--- config.mk ---
export PLATFORM = sky130hd
export DESIGN_NAME = texture_pixel_unpack_detile_flat
export DESIGN_NICKNAME = d
export VERILOG_FILES = /design/src/hw/rtl/tpud_pkg.sv /design/src/hw/rtl/tpud_in_if.sv /design/src/hw/rtl/tpud_out_if.sv /design/src/hw/rtl/tpud_cfg_if.sv /design/src/hw/rtl/texture_pixel_unpack_detile.sv /design/src/hw/rtl/tpud_expand.sv /design/src/hw/rtl/tpud_walk.sv /design/src/flat_wrapper.sv
export SDC_FILE = /design/constraint.sdc
export NUM_CORES = 2
export LEC_CHECK = 0
export ABC_CLOCK_PERIOD_IN_PS = 19600
export BUFFER_PORTS_ARGS = -buffer_cell sky130_fd_sc_hd__buf_4
export CORE_MARGIN = 2
export CORE_UTILIZATION = 31
export CTS_BUF_LIST = sky130_fd_sc_hd__clkbuf_4 sky130_fd_sc_hd__clkbuf_8 sky130_fd_sc_hd__clkbuf_16
export DETAILED_ROUTE_END_ITERATION = 12
export GPL_TIMING_DRIVEN = 0
export HOLD_SLACK_MARGIN = 0.03
export PLACE_DENSITY = 0.5
export SYNTH_ARGS = -nofsm -noshare
export SYNTH_HDL_FRONTEND = slang
export SYNTH_SLANG_ARGS = --single-unit
--- constraint.sdc ---
create_clock -name clk_i -period 19.6 [get_ports clk_i]
set_input_delay 2.94 -clock clk_i [delete_from_list [all_inputs] [get_ports clk_i]]
set_output_delay 2.94 -clock clk_i [all_outputs]
set_load 0.03 [all_outputs]
--- src/hw/rtl/tpud_pkg.sv ---
// Shared types and constants for the texture pixel unpack and detile block.
`default_nettype none
package tpud_pkg;

  localparam int RAW_W      = 32;
  localparam int ARGB_W     = 32;
  localparam int IDX_W      = 24;
  localparam int CFG_IDX_W  = 4;
  localparam int CFG_DATA_W = 13;
  localparam int FMT_W      = 3;

  typedef enum logic [FMT_W-1:0] {
    FMT_RGBA8888 = 3'd0,
    FMT_RGBA4444 = 3'd1,
    FMT_RGBA5551 = 3'd2,
    FMT_RGB565   = 3'd3,
    FMT_LA88     = 3'd4,
    FMT_L8       = 3'd5
  } pix_fmt_e;

  localparam logic [CFG_IDX_W-1:0] REG_PIXEL_FORMAT = 4'd0;
  localparam logic [CFG_IDX_W-1:0] REG_IMAGE_WIDTH  = 4'd1;
  localparam logic [CFG_IDX_W-1:0] REG_IMAGE_HEIGHT = 4'd2;
  localparam logic [CFG_IDX_W-1:0] REG_TILED_LAYOUT = 4'd3;

  localparam logic [FMT_W-1:0]      FMT_RESET    = 3'd0;
  localparam logic [CFG_DATA_W-1:0] DIM_RESET    = 13'd1;

endpackage
`default_nettype wire

--- src/hw/rtl/tpud_in_if.sv ---
// Input channel carrying one raw texel per beat.
`default_nettype none
interface tpud_in_if;
  import tpud_pkg::*;
  logic             valid;
  logic             ready;
  logic [RAW_W-1:0] raw_texel;
  logic             frame_start;
  modport source (output valid, output raw_texel, output frame_start, input ready);
  modport sink   (input valid, input raw_texel, input frame_start, output ready);
endinterface
`default_nettype wire

--- src/hw/rtl/tpud_out_if.sv ---
// Output channel carrying one expanded pixel and its destination index per beat.
`default_nettype none
interface tpud_out_if;
  import tpud_pkg::*;
  logic              valid;
  logic              ready;
  logic [ARGB_W-1:0] argb_pixel;
  logic [IDX_W-1:0]  dest_index;
  logic              last_pixel;
  modport source (output valid, output argb_pixel, output dest_index, output last_pixel,
                  input ready);
  modport sink   (input valid, input argb_pixel, input dest_index, input last_pixel,
                  output ready);
endinterface
`default_nettype wire

--- src/hw/rtl/tpud_cfg_if.sv ---
// Configuration write channel: register index and write data per beat.
`default_nettype none
interface tpud_cfg_if;
  import tpud_pkg::*;
  logic                  valid;
  logic                  ready;
  logic [CFG_IDX_W-1:0]  index;
  logic [CFG_DATA_W-1:0] data;
  modport source (output valid, output index, output data, input ready);
  modport sink   (input valid, input index, input data, output ready);
endinterface
`default_nettype wire

--- src/hw/rtl/texture_pixel_unpack_detile.sv ---
// Top level of the texture pixel unpack and detile block.
// Pipeline: a texel is registered in the input stage, then its expanded pixel in the
// result register, from which the output channel offers it.
// One texel per cycle unless the output stalls; walk counter updates are combinational.
// A stalled output still lets one further texel enter the input stage.
// Reset: registers return to rgba8888, 1x1, linear layout; walk and pipeline cleared.
`default_nettype none
module texture_pixel_unpack_detile #(
  parameter int TILE_SIZE     = 32,
  parameter int MAX_DIMENSION = 4096
) (
  input  wire logic  clk_i,
  input  wire logic  rst_ni,
  tpud_cfg_if.sink   cfg_i,
  tpud_in_if.sink    texel_i,
  tpud_out_if.source pixel_o
);
  import tpud_pkg::*;

  localparam int TBW = $clog2(TILE_SIZE);
  localparam int TCN = (MAX_DIMENSION + TILE_SIZE - 1) / TILE_SIZE;
  localparam int TCW = (TCN > 1) ? $clog2(TCN) : 1;
  localparam int XW  = TCW + TBW;
  localparam int DW  = $clog2(MAX_DIMENSION + 1);
  localparam int TW  = 2 * DW;
  localparam int SW  = (XW + DW + 1 > IDX_W) ? XW + DW + 1 : IDX_W;

  function automatic logic [DW-1:0] clamp_dim(logic [CFG_DATA_W-1:0] d);
    if (d == '0) return DW'(1);
    if (32'(d) > 32'(MAX_DIMENSION)) return DW'(MAX_DIMENSION);
    return DW'(d);
  endfunction

  // Configuration registers; the pixel total follows every size write at once.
  logic [FMT_W-1:0]      fmt_q;
  logic [CFG_DATA_W-1:0] width_q, height_q;
  logic                  tiled_q;
  logic [TW-1:0]         total_q;
  logic [DW-1:0]         w_cl, h_cl;
  logic                  cfg_fire;

  assign cfg_i.ready = 1'b1;
  assign cfg_fire    = cfg_i.valid && cfg_i.ready;
  assign w_cl        = clamp_dim(width_q);
  assign h_cl        = clamp_dim(height_q);

  always_ff @(posedge clk_i or negedge rst_ni) begin
    if (!rst_ni) begin
      fmt_q    <= FMT_RESET;
      width_q  <= DIM_RESET;
      height_q <= DIM_RESET;
      tiled_q  <= 1'b0;
      total_q  <= TW'(1);
    end else if (cfg_fire) begin
      unique case (cfg_i.index)
        REG_PIXEL_FORMAT: fmt_q <= cfg_i.data[FMT_W-1:0];
        REG_IMAGE_WIDTH: begin
          width_q <= cfg_i.data;
          total_q <= TW'(clamp_dim(cfg_i.data)) * TW'(h_cl);
        end
        REG_IMAGE_HEIGHT: begin
          height_q <= cfg_i.data;
          total_q  <= TW'(w_cl) * TW'(clamp_dim(cfg_i.data));
        end
        REG_TILED_LAYOUT: tiled_q <= cfg_i.data[0];
        default: ;
      endcase
    end
  end

  // Handshake across the two stages.
  logic s1_valid_q, out_valid_q, o_free, s1_adv, in_fire;

  assign o_free        = !out_valid_q || pixel_o.ready;
  assign s1_adv        = s1_valid_q && o_free;
  assign texel_i.ready = !s1_valid_q || o_free;
  assign in_fire       = texel_i.valid && texel_i.ready;

  // Walk counters step once per accepted beat.
  logic [XW-1:0]    w_x, w_y;
  logic [IDX_W-1:0] w_count;
  logic             w_last;

  tpud_walk #(
    .TILE_SIZE     (TILE_SIZE),
    .MAX_DIMENSION (MAX_DIMENSION)
  ) u_walk (
    .clk_i         (clk_i),
    .rst_ni        (rst_ni),
    .step_i        (in_fire),
    .frame_start_i (texel_i.frame_start),
    .w_i           (w_cl),
    .h_i           (h_cl),
    .total_i       (total_q),
    .x_o           (w_x),
    .y_o           (w_y),
    .count_o       (w_count),
    .last_o        (w_last)
  );

  // Input stage register.
  logic [RAW_W-1:0] s1_raw_q;
  logic [XW-1:0]    s1_x_q, s1_y_q;
  logic [IDX_W-1:0] s1_count_q;
  logic             s1_last_q;

  always_ff @(posedge clk_i or negedge rst_ni) begin
    if (!rst_ni) begin
      s1_valid_q <= 1'b0;
    end else if (in_fire) begin
      s1_valid_q <= 1'b1;
    end else if (s1_adv) begin
      s1_valid_q <= 1'b0;
    end
  end

  always_ff @(posedge clk_i) begin
    if (in_fire) begin
      s1_raw_q   <= texel_i.raw_texel;
      s1_x_q     <= w_x;
      s1_y_q     <= w_y;
      s1_count_q <= w_count;
      s1_last_q  <= w_last;
    end
  end

  // Second stage: expansion and the row-major index.
  logic [ARGB_W-1:0] argb;
  logic [SW-1:0]     lin_full;
  logic [IDX_W-1:0]  idx;

  tpud_expand u_expand (
    .fmt_i  (fmt_q),
    .raw_i  (s1_raw_q),
    .argb_o (argb)
  );

  assign lin_full = SW'(s1_y_q) * SW'(w_cl) + SW'(s1_x_q);
  assign idx      = tiled_q ? lin_full[IDX_W-1:0] : s1_count_q;

  logic [ARGB_W-1:0] argb_q;
  logic [IDX_W-1:0]  idx_q;
  logic              last_q;

  always_ff @(posedge clk_i or negedge rst_ni) begin
    if (!rst_ni) begin
      out_valid_q <= 1'b0;
    end else if (s1_adv) begin
      out_valid_q <= 1'b1;
    end else if (pixel_o.ready) begin
      out_valid_q <= 1'b0;
    end
  end

  always_ff @(posedge clk_i) begin
    if (s1_adv) begin
      argb_q <= argb;
      idx_q  <= idx;
      last_q <= s1_last_q;
    end
  end

  assign pixel_o.valid      = out_valid_q;
  assign pixel_o.argb_pixel = argb_q;
  assign pixel_o.dest_index = idx_q;
  assign pixel_o.last_pixel = last_q;

  // A beat held in the input stage behind a stalled output must not be lost.
  a_s1_hold: assert property (@(posedge clk_i) disable iff (!rst_ni)
    s1_valid_q && !o_free |=> s1_valid_q && $stable(s1_count_q) && $stable(s1_last_q))
    else $error("input stage beat lost while output stalled");

  // A frame start always presents the origin of the walk.
  a_frame_origin: assert property (@(posedge clk_i) disable iff (!rst_ni)
    in_fire && texel_i.frame_start |-> w_x == '0 && w_y == '0 && w_count == '0)
    else $error("frame start did not restart the walk");

  // The pixel total is never zero, so every image has a last pixel.
  a_total_nonzero: assert property (@(posedge clk_i) disable iff (!rst_ni)
    total_q != '0)
    else $error("pixel total is zero");

  // A last pixel leaves the walk at the first pixel for the next beat.
  a_last_restart: assert property (@(posedge clk_i) disable iff (!rst_ni)
    in_fire && w_last |=> w_count == '0)
    else $error("walk not restarted after last pixel");

endmodule
`default_nettype wire

--- src/hw/rtl/tpud_expand.sv ---
// Texel format expansion to ARGB8888.
`default_nettype none
module tpud_expand (
  input  wire logic [tpud_pkg::FMT_W-1:0]  fmt_i,
  input  wire logic [tpud_pkg::RAW_W-1:0]  raw_i,
  output logic      [tpud_pkg::ARGB_W-1:0] argb_o
);
  import tpud_pkg::*;

  logic [7:0]  b0, b1, b2, b3;
  logic [15:0] v;

  assign b0 = raw_i[7:0];
  assign b1 = raw_i[15:8];
  assign b2 = raw_i[23:16];
  assign b3 = raw_i[31:24];
  assign v  = raw_i[15:0];

  // A nibble times 17 is the nibble repeated; a channel times 8 or 4 is a
  // left shift with zero fill.
  always_comb begin
    case (pix_fmt_e'(fmt_i))
      FMT_RGBA4444: argb_o = {v[3:0], v[3:0], v[15:12], v[15:12],
                              v[11:8], v[11:8], v[7:4], v[7:4]};
      FMT_RGBA5551: argb_o = {{8{v[0]}}, v[15:11], 3'b000, v[10:6], 3'b000,
                              v[5:1], 3'b000};
      FMT_RGB565:   argb_o = {8'hFF, v[15:11], 3'b000, v[10:5], 2'b00, v[4:0], 3'b000};
      FMT_LA88:     argb_o = {b1, b0, b0, b0};
      FMT_L8:       argb_o = {8'hFF, b0, b0, b0};
      default:      argb_o = {b3, b0, b1, b2};
    endcase
  end

endmodule
`default_nettype wire

--- src/hw/rtl/tpud_walk.sv ---
// Pixel walk counters: tile position, position within tile and pixel count.
`default_nettype none
module tpud_walk #(
  parameter int TILE_SIZE     = 32,
  parameter int MAX_DIMENSION = 4096,
  localparam int TBW = $clog2(TILE_SIZE),
  localparam int TCN = (MAX_DIMENSION + TILE_SIZE - 1) / TILE_SIZE,
  localparam int TCW = (TCN > 1) ? $clog2(TCN) : 1,
  localparam int XW  = TCW + TBW,
  localparam int DW  = $clog2(MAX_DIMENSION + 1),
  localparam int TW  = 2 * DW
) (
  input  wire logic                         clk_i,
  input  wire logic                         rst_ni,
  input  wire logic                         step_i,
  input  wire logic                         frame_start_i,
  input  wire logic [DW-1:0]                w_i,
  input  wire logic [DW-1:0]                h_i,
  input  wire logic [TW-1:0]                total_i,
  output logic      [XW-1:0]                x_o,
  output logic      [XW-1:0]                y_o,
  output logic      [tpud_pkg::IDX_W-1:0]   count_o,
  output logic                              last_o
);
  import tpud_pkg::*;

  localparam int CW = (TW > IDX_W) ? TW + 1 : IDX_W + 1;

  logic [TCW-1:0]   tc_q, tc_d, tr_q, tr_d, tc_e, tr_e;
  logic [TBW-1:0]   cw_q, cw_d, rw_q, rw_d, cw_e, rw_e;
  logic [IDX_W-1:0] pc_q, pc_d, pc_e;

  function automatic int unsigned tile_extent(logic [TCW-1:0] tile, logic [DW-1:0] dim);
    int unsigned base;
    int unsigned rest;
    base = 32'(tile) * 32'(TILE_SIZE);
    if (base >= 32'(dim)) return 0;
    rest = 32'(dim) - base;
    return (rest < 32'(TILE_SIZE)) ? rest : 32'(TILE_SIZE);
  endfunction

  // A frame start makes this beat the first pixel of the walk.
  assign tc_e = frame_start_i ? '0 : tc_q;
  assign tr_e = frame_start_i ? '0 : tr_q;
  assign cw_e = frame_start_i ? '0 : cw_q;
  assign rw_e = frame_start_i ? '0 : rw_q;
  assign pc_e = frame_start_i ? '0 : pc_q;

  assign x_o     = XW'(XW'(tc_e) * XW'(TILE_SIZE)) + XW'(cw_e);
  assign y_o     = XW'(XW'(tr_e) * XW'(TILE_SIZE)) + XW'(rw_e);
  assign count_o = pc_e;
  assign last_o  = (CW'(pc_e) + CW'(1)) >= CW'(total_i);

  // Each counter wraps to zero at its carry, so stale values left by a size
  // change fall back into range.
  always_comb begin
    tc_d = tc_e;
    tr_d = tr_e;
    cw_d = cw_e;
    rw_d = rw_e;
    pc_d = pc_e + IDX_W'(1);
    if (last_o) begin
      tc_d = '0;
      tr_d = '0;
      cw_d = '0;
      rw_d = '0;
      pc_d = '0;
    end else if (32'(cw_e) + 32'd1 < tile_extent(tc_e, w_i)) begin
      cw_d = cw_e + TBW'(1);
    end else begin
      cw_d = '0;
      if (32'(rw_e) + 32'd1 < tile_extent(tr_e, h_i)) begin
        rw_d = rw_e + TBW'(1);
      end else begin
        rw_d = '0;
        if ((32'(tc_e) + 32'd1) * 32'(TILE_SIZE) < 32'(w_i)) begin
          tc_d = tc_e + TCW'(1);
        end else begin
          tc_d = '0;
          if ((32'(tr_e) + 32'd1) * 32'(TILE_SIZE) < 32'(h_i)) begin
            tr_d = tr_e + TCW'(1);
          end else begin
            tr_d = '0;
          end
        end
      end
    end
  end

  always_ff @(posedge clk_i or negedge rst_ni) begin
    if (!rst_ni) begin
      tc_q <= '0;
      tr_q <= '0;
      cw_q <= '0;
      rw_q <= '0;
      pc_q <= '0;
    end else if (step_i) begin
      tc_q <= tc_d;
      tr_q <= tr_d;
      cw_q <= cw_d;
      rw_q <= rw_d;
      pc_q <= pc_d;
    end
  end

endmodule
`default_nettype wire

--- src/flat_wrapper.sv ---
// flat-port wrapper written by rule: the top's interface ports become plain ports
module texture_pixel_unpack_detile_flat import tpud_pkg::*;
#(
  parameter int TILE_SIZE     = 32,
  parameter int MAX_DIMENSION = 4096
)
  (clk_i, rst_ni, cfg_i_valid, cfg_i_index, cfg_i_data, cfg_i_ready, texel_i_valid, texel_i_raw_texel, texel_i_frame_start, texel_i_ready, pixel_o_valid, pixel_o_argb_pixel, pixel_o_dest_index, pixel_o_last_pixel, pixel_o_ready);
  tpud_cfg_if cfg_i_i ();
  tpud_in_if texel_i_i ();
  tpud_out_if pixel_o_i ();
  input  wire logic clk_i;
  input  wire logic rst_ni;
  input wire logic [$bits(cfg_i_i.valid)-1:0] cfg_i_valid;
  input wire logic [$bits(cfg_i_i.index)-1:0] cfg_i_index;
  input wire logic [$bits(cfg_i_i.data)-1:0] cfg_i_data;
  output wire logic [$bits(cfg_i_i.ready)-1:0] cfg_i_ready;
  input wire logic [$bits(texel_i_i.valid)-1:0] texel_i_valid;
  input wire logic [$bits(texel_i_i.raw_texel)-1:0] texel_i_raw_texel;
  input wire logic [$bits(texel_i_i.frame_start)-1:0] texel_i_frame_start;
  output wire logic [$bits(texel_i_i.ready)-1:0] texel_i_ready;
  output wire logic [$bits(pixel_o_i.valid)-1:0] pixel_o_valid;
  output wire logic [$bits(pixel_o_i.argb_pixel)-1:0] pixel_o_argb_pixel;
  output wire logic [$bits(pixel_o_i.dest_index)-1:0] pixel_o_dest_index;
  output wire logic [$bits(pixel_o_i.last_pixel)-1:0] pixel_o_last_pixel;
  input wire logic [$bits(pixel_o_i.ready)-1:0] pixel_o_ready;
  assign cfg_i_i.valid = cfg_i_valid;
  assign cfg_i_i.index = cfg_i_index;
  assign cfg_i_i.data = cfg_i_data;
  assign cfg_i_ready = cfg_i_i.ready;
  assign texel_i_i.valid = texel_i_valid;
  assign texel_i_i.raw_texel = texel_i_raw_texel;
  assign texel_i_i.frame_start = texel_i_frame_start;
  assign texel_i_ready = texel_i_i.ready;
  assign pixel_o_valid = pixel_o_i.valid;
  assign pixel_o_argb_pixel = pixel_o_i.argb_pixel;
  assign pixel_o_dest_index = pixel_o_i.dest_index;
  assign pixel_o_last_pixel = pixel_o_i.last_pixel;
  assign pixel_o_i.ready = pixel_o_ready;
  texture_pixel_unpack_detile #(.TILE_SIZE(TILE_SIZE), .MAX_DIMENSION(MAX_DIMENSION)) u_core (.clk_i(clk_i), .rst_ni(rst_ni), .cfg_i(cfg_i_i), .texel_i(texel_i_i), .pixel_o(pixel_o_i));
endmodule
### Word-level counts from Yosys, hierarchy flattened

Index checks and enable logic that the tools add are counted.

| word-level totals | value |
|---|---|
| register bits | 244 |
| word-level logic and storage cells | 151 |
| RAM bits | 0 |
| bits of input ports | 55 |
| memories | 0 |
| output and inout bits | 60 |
| ROM bits | 0 |
| bits in latches | 0 |

| cells by class | value |
|---|---|
| mux-type cells | 75 |
| $lt $le $gt $ge | 12 |
| div/mod/pow operators | 0 |
| shift operators | 0 |
| bitwise logic cells | 0 |
| $add $sub $neg | 15 |
| eq/ne operators | 8 |
| reductions and logical operators | 18 |
| $mul | 3 |

Operators with widths:

| kind | number |
|---|---|
| $mux 13 | 18 |
| $mux 32 | 7 |
| $pmux 32 s5 | 1 |
| $mux 7 | 11 |
| $mux 24 | 3 |
| $lt 32x6->1 const B | 2 |
| $lt 6x32->1 | 2 |
| $mul 13x13->26 | 2 |
| $pmux 26 s2 | 1 |
| $gt 13x13->1 const B | 3 |
| $logic_not 13->1 | 3 |
| $mux 5 | 7 |
| $sub 13x12->14 | 2 |
| $mux 1 | 27 |
| $ge 12x13->1 | 2 |
| $ge 25x26->1 | 1 |
| $lt 13x13->1 | 2 |
| $add 24x1->25 const B | 1 |
| $add 12x5->12 | 2 |
| $add 24x1->24 const B | 1 |
| $add 24x12->24 | 1 |
| $mul 12x13->24 | 1 |
| $add 7x1->8 const B | 2 |
| $add 7x1->7 const B | 2 |
| 13 further kinds | 27 |

### Longest topological paths before layout

| logic depth | value |
|---|---|
| depth in word-level cells | 20 |
| depth in mapped cells | 25 |
| depth with buffers taken out | 23 |

### Modules after synthesis

A second synthesis with hierarchy kept.

| second synthesis, totals | value |
|---|---|
| cells, all modules | 3,310 |
| area, all modules | 29,968.7 sq um |

Modules (own cells, without submodules):

| module | seq. area each (sq um) | instances | area each (sq um) | cells an instance |
|---|---|---|---|---|
| texture_pixel_unpack_detile | 5,599.1 | 1 | 23,596.4 | 2,508 |
| tpud_walk | 1,201.2 | 1 | 5,381.4 | 669 |
| tpud_expand | 0.0 | 1 | 991.0 | 133 |

### Worst setup path after synthesis

Ideal clock, no wire load.

| timing | value |
|---|---|
| kind | in2reg |
| start point | input port cfg_i_data[12] |
| end point | register u_core.total_q[24] |
| arrival time | 8.382 ns |
| path buffers | 3 |
| setup time | 0.142 ns |
| required time | 19.458 ns |
| cell stages on the path | 23 |
| setup slack | 11.076 ns |
| cells stage by stage | clkbuf_1 -> nor2b_1 -> clkbuf_1 -> clkbuf_1 -> nand2_1 -> fa_1 -> inv_1 -> fa_1 -> fa_1 -> fa_1 -> inv_1 -> fa_1 -> inv_1 -> ha_1 -> o21a_1 -> o21a_1 -> o22ai_1 -> o311ai_1 -> o211ai_1 -> o21ai_1 -> a311oi_1 -> o41a_1 -> a221oi_1 |

| between the ends | value |
|---|---|
| word-level cells in the longest chain between the ends | 11 |
| elaborated cells between the ends (all ways) | 26 |
| classes of those cells | 2 x mul; 1 x order compare; 22 x mux; 1 x reduce/logical |

Ends and longest elaborated chain:

| element | RTL line | RTL |
|---|---|---|
| start: declaration | flat_wrapper.sv:15 | `input wire logic [$bits(cfg_i_i.data)-1:0] cfg_i_data;` |
| $gt 13x13->1 | texture_pixel_unpack_detile.sv:30 | `if (32'(d) > 32'(MAX_DIMENSION)) return DW'(MAX_DIMENSION);` |
| $mux 1 (2 in a row) | texture_pixel_unpack_detile.sv:30 |  |
| $mux 1 | texture_pixel_unpack_detile.sv:55 | `unique case (cfg_i.index)` |
| $mux 1 | texture_pixel_unpack_detile.sv:54 | `end else if (cfg_fire) begin` |
| $mux 13 | texture_pixel_unpack_detile.sv:31 | `return DW'(d);` |
| $mux 13 | texture_pixel_unpack_detile.sv:30 |  |
| $mux 13 | texture_pixel_unpack_detile.sv:55 |  |
| $mux 13 | texture_pixel_unpack_detile.sv:54 |  |
| $mul 13x13->26, on equally long branches | texture_pixel_unpack_detile.sv:63, texture_pixel_unpack_detile.sv:59 |  |
| $pmux 26 s2 (*) | texture_pixel_unpack_detile.sv:55 |  |
| end signal: assignment | texture_pixel_unpack_detile.sv:59 | `total_q <= TW'(clamp_dim(cfg_i.data)) * TW'(h_cl);` |
| end signal: assignment | texture_pixel_unpack_detile.sv:63 | `total_q <= TW'(w_cl) * TW'(clamp_dim(cfg_i.data));` |
| end: declaration | texture_pixel_unpack_detile.sv:38 | `logic [TW-1:0] total_q;` |

Mark *: on every way between the ends. The rest lies on a longest branch, timed or not. The select of a mux whose other input is x is not followed.
A chain may end at the register's enable or synchronous reset.

### Worst setup path after layout

Ends and elaborated chain as after synthesis.

==> out/metrics.csv <==
stage,metric,value,unit
status,outcome,finished clean,
grt,Tot GR Track Use,0.1979,
drt,total iterations of the first detailed-routing run,5,
worst_hold_path,HP Start,u_core.s1_last_q$_DFFE_PP_,
timing,Max Clk Rate,0.1019,GHz
setup_path,"Arr. time, crit path",10.21,ns
clock_network,H-Tree Depth,1,
drt,via count,22860,
clock_network,cts bufs inserted,30,
clock_network,hold_buf cts,0,
grt,largest net degree at the start of global routing,82,
placement,RePlAce Congestion,0.9113,
timing,fin worst setup slack,9.789,ns
yosys,"Distinct cells, synth",99,
timing,total negative slack,0,ns
pwr,Power Dens Cells,99.12,mW/mm²
yosys,post-synthesis simple-gate area fraction,0.1718,
floorplan,num rows,112,
drt,drc violations,0,
drt,routed wire length,96010,µm
grt,antenna violations before repair,6,
yosys,Synth Warn #,0,
timing,endpoints failing hold,0,
setup_path,CP Launch Point,cfg_i_data[12],
floorplan,Core ar.,0.09347,mm²
pwr,VDD IR-drop max,0.07431,mV
finish,filler cell count,9780,
worst_hold_path,Hold Path Class,reg2reg,
finish,register area,0.006800,mm²
timing,Final Setup Violations,0,
yosys,largest family of logic cells by synthesized area,adder cells,
clock_network,CTS tree,built,
finish,synth-to-layout area growth,12.12,%
finish,Total Nets Final,4052,
yosys,cell count after synthesis,3204,
clock_network,clk root buf,clkbuf_16,
clock_network,setup bufs post-CTS,0,
placement,Place WS,9.342,ns
yosys,asr flop ratio synth,0.4344,
timing,clock skew,0.05365,ns
clock_network,clk sinks,244,
setup_path,Crit Path Max Fanout,10,
timing,max_slew headroom,0.2614,
yosys,register area share after synthesis,0.2320,
setup_path,Worst EP required,20.00,ns
job,Max Cap Viol,0,
setup_path,Worst Setup End Kind,flop,
placement,Buffers on Ports,112,
timing,RSZ-0062 raised after global routing,false,
yosys,synthesized-area fraction occupied by adder cells,0.3682,
yosys,Synth Area in Compound Gates,0.09311,
drt,antenna violation net count after detailed routing,0,
clock_network,clk slew on worst S/H paths,0.06,ns
yosys,mapped cell area,0.02931,mm²
timing,shortest period the worst path allows,9.811,ns
timing,Final period util,0.5006,
clock_network,Clock Tree Buf Depth,3,
grt,vias in the first global route,23320,
yosys,syn_nets,3903,
placement,DP HPWL,78260,µm
floorplan,I/O pin cnt,115,
yosys,mean post-synth cell area,9.147,µm²
yosys,number of synthesized flops with an enable pin,138,
floorplan,Die Width,311.5,µm
floorplan,Starting Density,0.3135,
yosys,post-synthesis xor/xnor area fraction,0.02779,
timing,Max Slew Vio Count,0,
grt,first-pass GRT wire length,146000,µm
grt,grt total ovfl,0,
finish,layout cell share with drive strength beyond 1,0.07941,
setup_path,worst setup path class,in2reg,
timing,actual slew at the worst max-slew pin,1.108,ns
setup_path,Reg2Reg Launch Point,u_core.width_q[4]$_DFFE_PN0P_,
drt,drt first-iter violations,1587,
yosys,Main synth FF type,edfxtp_1,
floorplan,Die ar.,0.09701,mm²
yosys,register bit total from synthesis,244,
yosys,mux contribution to synthesized area,0.01639,
setup_path,crit start category,primary input,
drt,DR WL/cell,20.73,µm
pwr,P_leak,15.90,nW
floorplan,height of the die,311.5,µm
drt,Via density,4.936,
clock_network,Skew-Pair Late Insertion Delay,0.61,ns
finish,area taken by multi-input logic gates,0.01986,mm²
clock_network,Resized cells post-CTS,0,
worst max-delay path, stage by stage:
cell	delay [ns]
buf_4	0.16
clkbuf_1	0.25
nor2b_1	0.62
clkbuf_1	0.74
nand2_1	0.15
fa_1	0.52
inv_1	0.05
fa_1	0.56
fa_1	0.43
fa_1	0.51
inv_1	0.06
fa_1	0.55
inv_1	0.05
ha_1	0.23
nor3_1	0.30
o211ai_1	0.21
a41oi_1	0.46
o211ai_1	0.21
a311oi_1	0.39
o21bai_1	0.13
a21oi_1	0.19
xor2_1	0.36
a221oi_1	0.14
metrics by stage:
step	area (µm²)	hold WS [ns]	std cells	util	power [mW]
after global placement	31720	0.4032	4570	0.3393	2.698
after global routing	32860	0.4443	4631	0.3515	3.528
after floorplan	29310	0.4003	3204	-	2.021
final	32860	0.4199	4632	0.3516	3.257
after detailed placement	31820	0.4089	4575	0.3404	2.697
after CTS	32850	0.4238	4629	0.3515	3.292
cells in the mapped netlist (all sizes together), types with 14 or more instances:
| cell type | count | area (µm²) |
|---|---|---|
| a211oi | 15 | 112.6 |
| a21o | 36 | 270.3 |
| a21oi | 75 | 375.4 |
| a22o | 19 | 175.2 |
| a31oi | 21 | 131.4 |
| and2 | 82 | 514.3 |
| and3 | 19 | 123.9 |
| buf | 14 | 78.82 |
| clkbuf | 120 | 480.5 |
| dfrtp | 103 | 2577 |
| edfxtp | 138 | 4144 |
| fa | 364 | 7287 |
| ha | 280 | 3503 |
| inv | 553 | 2076 |
| mux2 | 37 | 420.4 |
| nand2 | 499 | 1873 |
| nand2b | 32 | 207.7 |
| nand3 | 32 | 160.2 |
| nor2 | 242 | 908.4 |
| nor2b | 72 | 457.9 |
| nor3 | 27 | 135.1 |
| o21a | 16 | 120.1 |
| o21ai | 93 | 480.5 |
| xnor2 | 58 | 508.0 |
| xor2 | 35 | 306.5 |
layout by cell type (no fill, tap or decap), types with 9 or more instances in the layout:
cell type,instances
a221o_1,10
nor2b_1,71
o22ai_1,13
dfrtp_1,103
and3_1,15
a211oi_1,15
nand4_1,11
o21ai_0,84
buf_4,113
or2_2,10
o211ai_1,11
nor2_1,242
clkbuf_16,30
mux2_2,36
o21a_1,16
and2_1,80
nor3_1,27
xnor2_1,58
a31oi_1,21
clkbuf_1,116
a21oi_1,75
a22o_1,18
clkbuf_8,13
nand2b_1,31
edfxtp_1,138
o31ai_1,11
ha_1,280
nand2_1,499
inv_1,553
a21o_1,36
fa_1,364
xor2_1,35
nand3b_1,9
nand3_1,32
nor4_1,10
state kept, by name, summed over array words and instances, names as in the netlist, 3 cells and up:
signal / count
u_core.s1_count_q: 24
u_core.u_walk.pc_q: 24
u_core.total_q: 26
u_core.s1_y_q: 12
u_core.u_walk.tc_q: 7
u_core.s1_x_q: 12
u_core.width_q: 13
u_core.s1_raw_q: 32
u_core.u_walk.tr_q: 7
u_core.u_walk.cw_q: 5
u_core.pixel_o.dest_index: 24
u_core.height_q: 13
u_core.pixel_o.argb_pixel: 32
u_core.u_walk.rw_q: 5
u_core.fmt_q: 3
metal layers:
layer  up-vias  track usage  routed length [µm]
met5         -            0                   0
met4         0      0.06368                3279
met3       152      0.02516                4620
met2       618       0.3296               45430
met1     11520       0.2664               42690
li1      10570            -                   -
report_power, final:
part           internal, mW  switching [mW]  leakage [nW]  total [mW]
sequential            0.645          0.0441          2.70       0.689
combinational         0.712            1.28          12.7        1.99
clock                 0.340           0.235         0.513       0.574
total                  1.70            1.56          15.9        3.26
worst paths after layout:
path,to,cells after the start,slack (ns)
setup / recovery,u_core.total_q[24]$_DFFE_PN0P_,23,9.79
hold / removal,u_core.pixel_o.last_pixel$_DFFE_PP_,0,0.42
setup reg to reg,u_core.pixel_o.dest_index[23]$_DFFE_PP_,24,11.39
hold reg to reg,u_core.pixel_o.last_pixel$_DFFE_PP_,0,0.42
max in group asynchronous,u_core.u_walk.pc_q[2]$_DFFE_PN0P_,2,16.60
min in group asynchronous,u_core.width_q[10]$_DFFE_PN0P_,1,2.24
kinds of logic after synthesis:
logic type,Yosys count
DFF,244
other,1
xor gates and xnor gates,93
muxes,43
adders and majority gates,644
and+or+nand+nor,1089
AOI/OAI and AO/OA,398
buffers and inverters,692
final cells by class:
class / instances / share of cell area
Timing Repair Buffer: 117 / 0.02848
Buffer: 134 / 0.01713
Tap cell: 1254 / 0.04775
Antenna cell: 3 / 0.0002285
Clock inverter: 9 / 0.003313
Multi-Input combinational cell: 2268 / 0.6042
Clock buffer: 45 / 0.02818
Inverter: 558 / 0.06374
Sequential cell: 244 / 0.2069
Note: power is estimated with default switching activity, not from simulation.
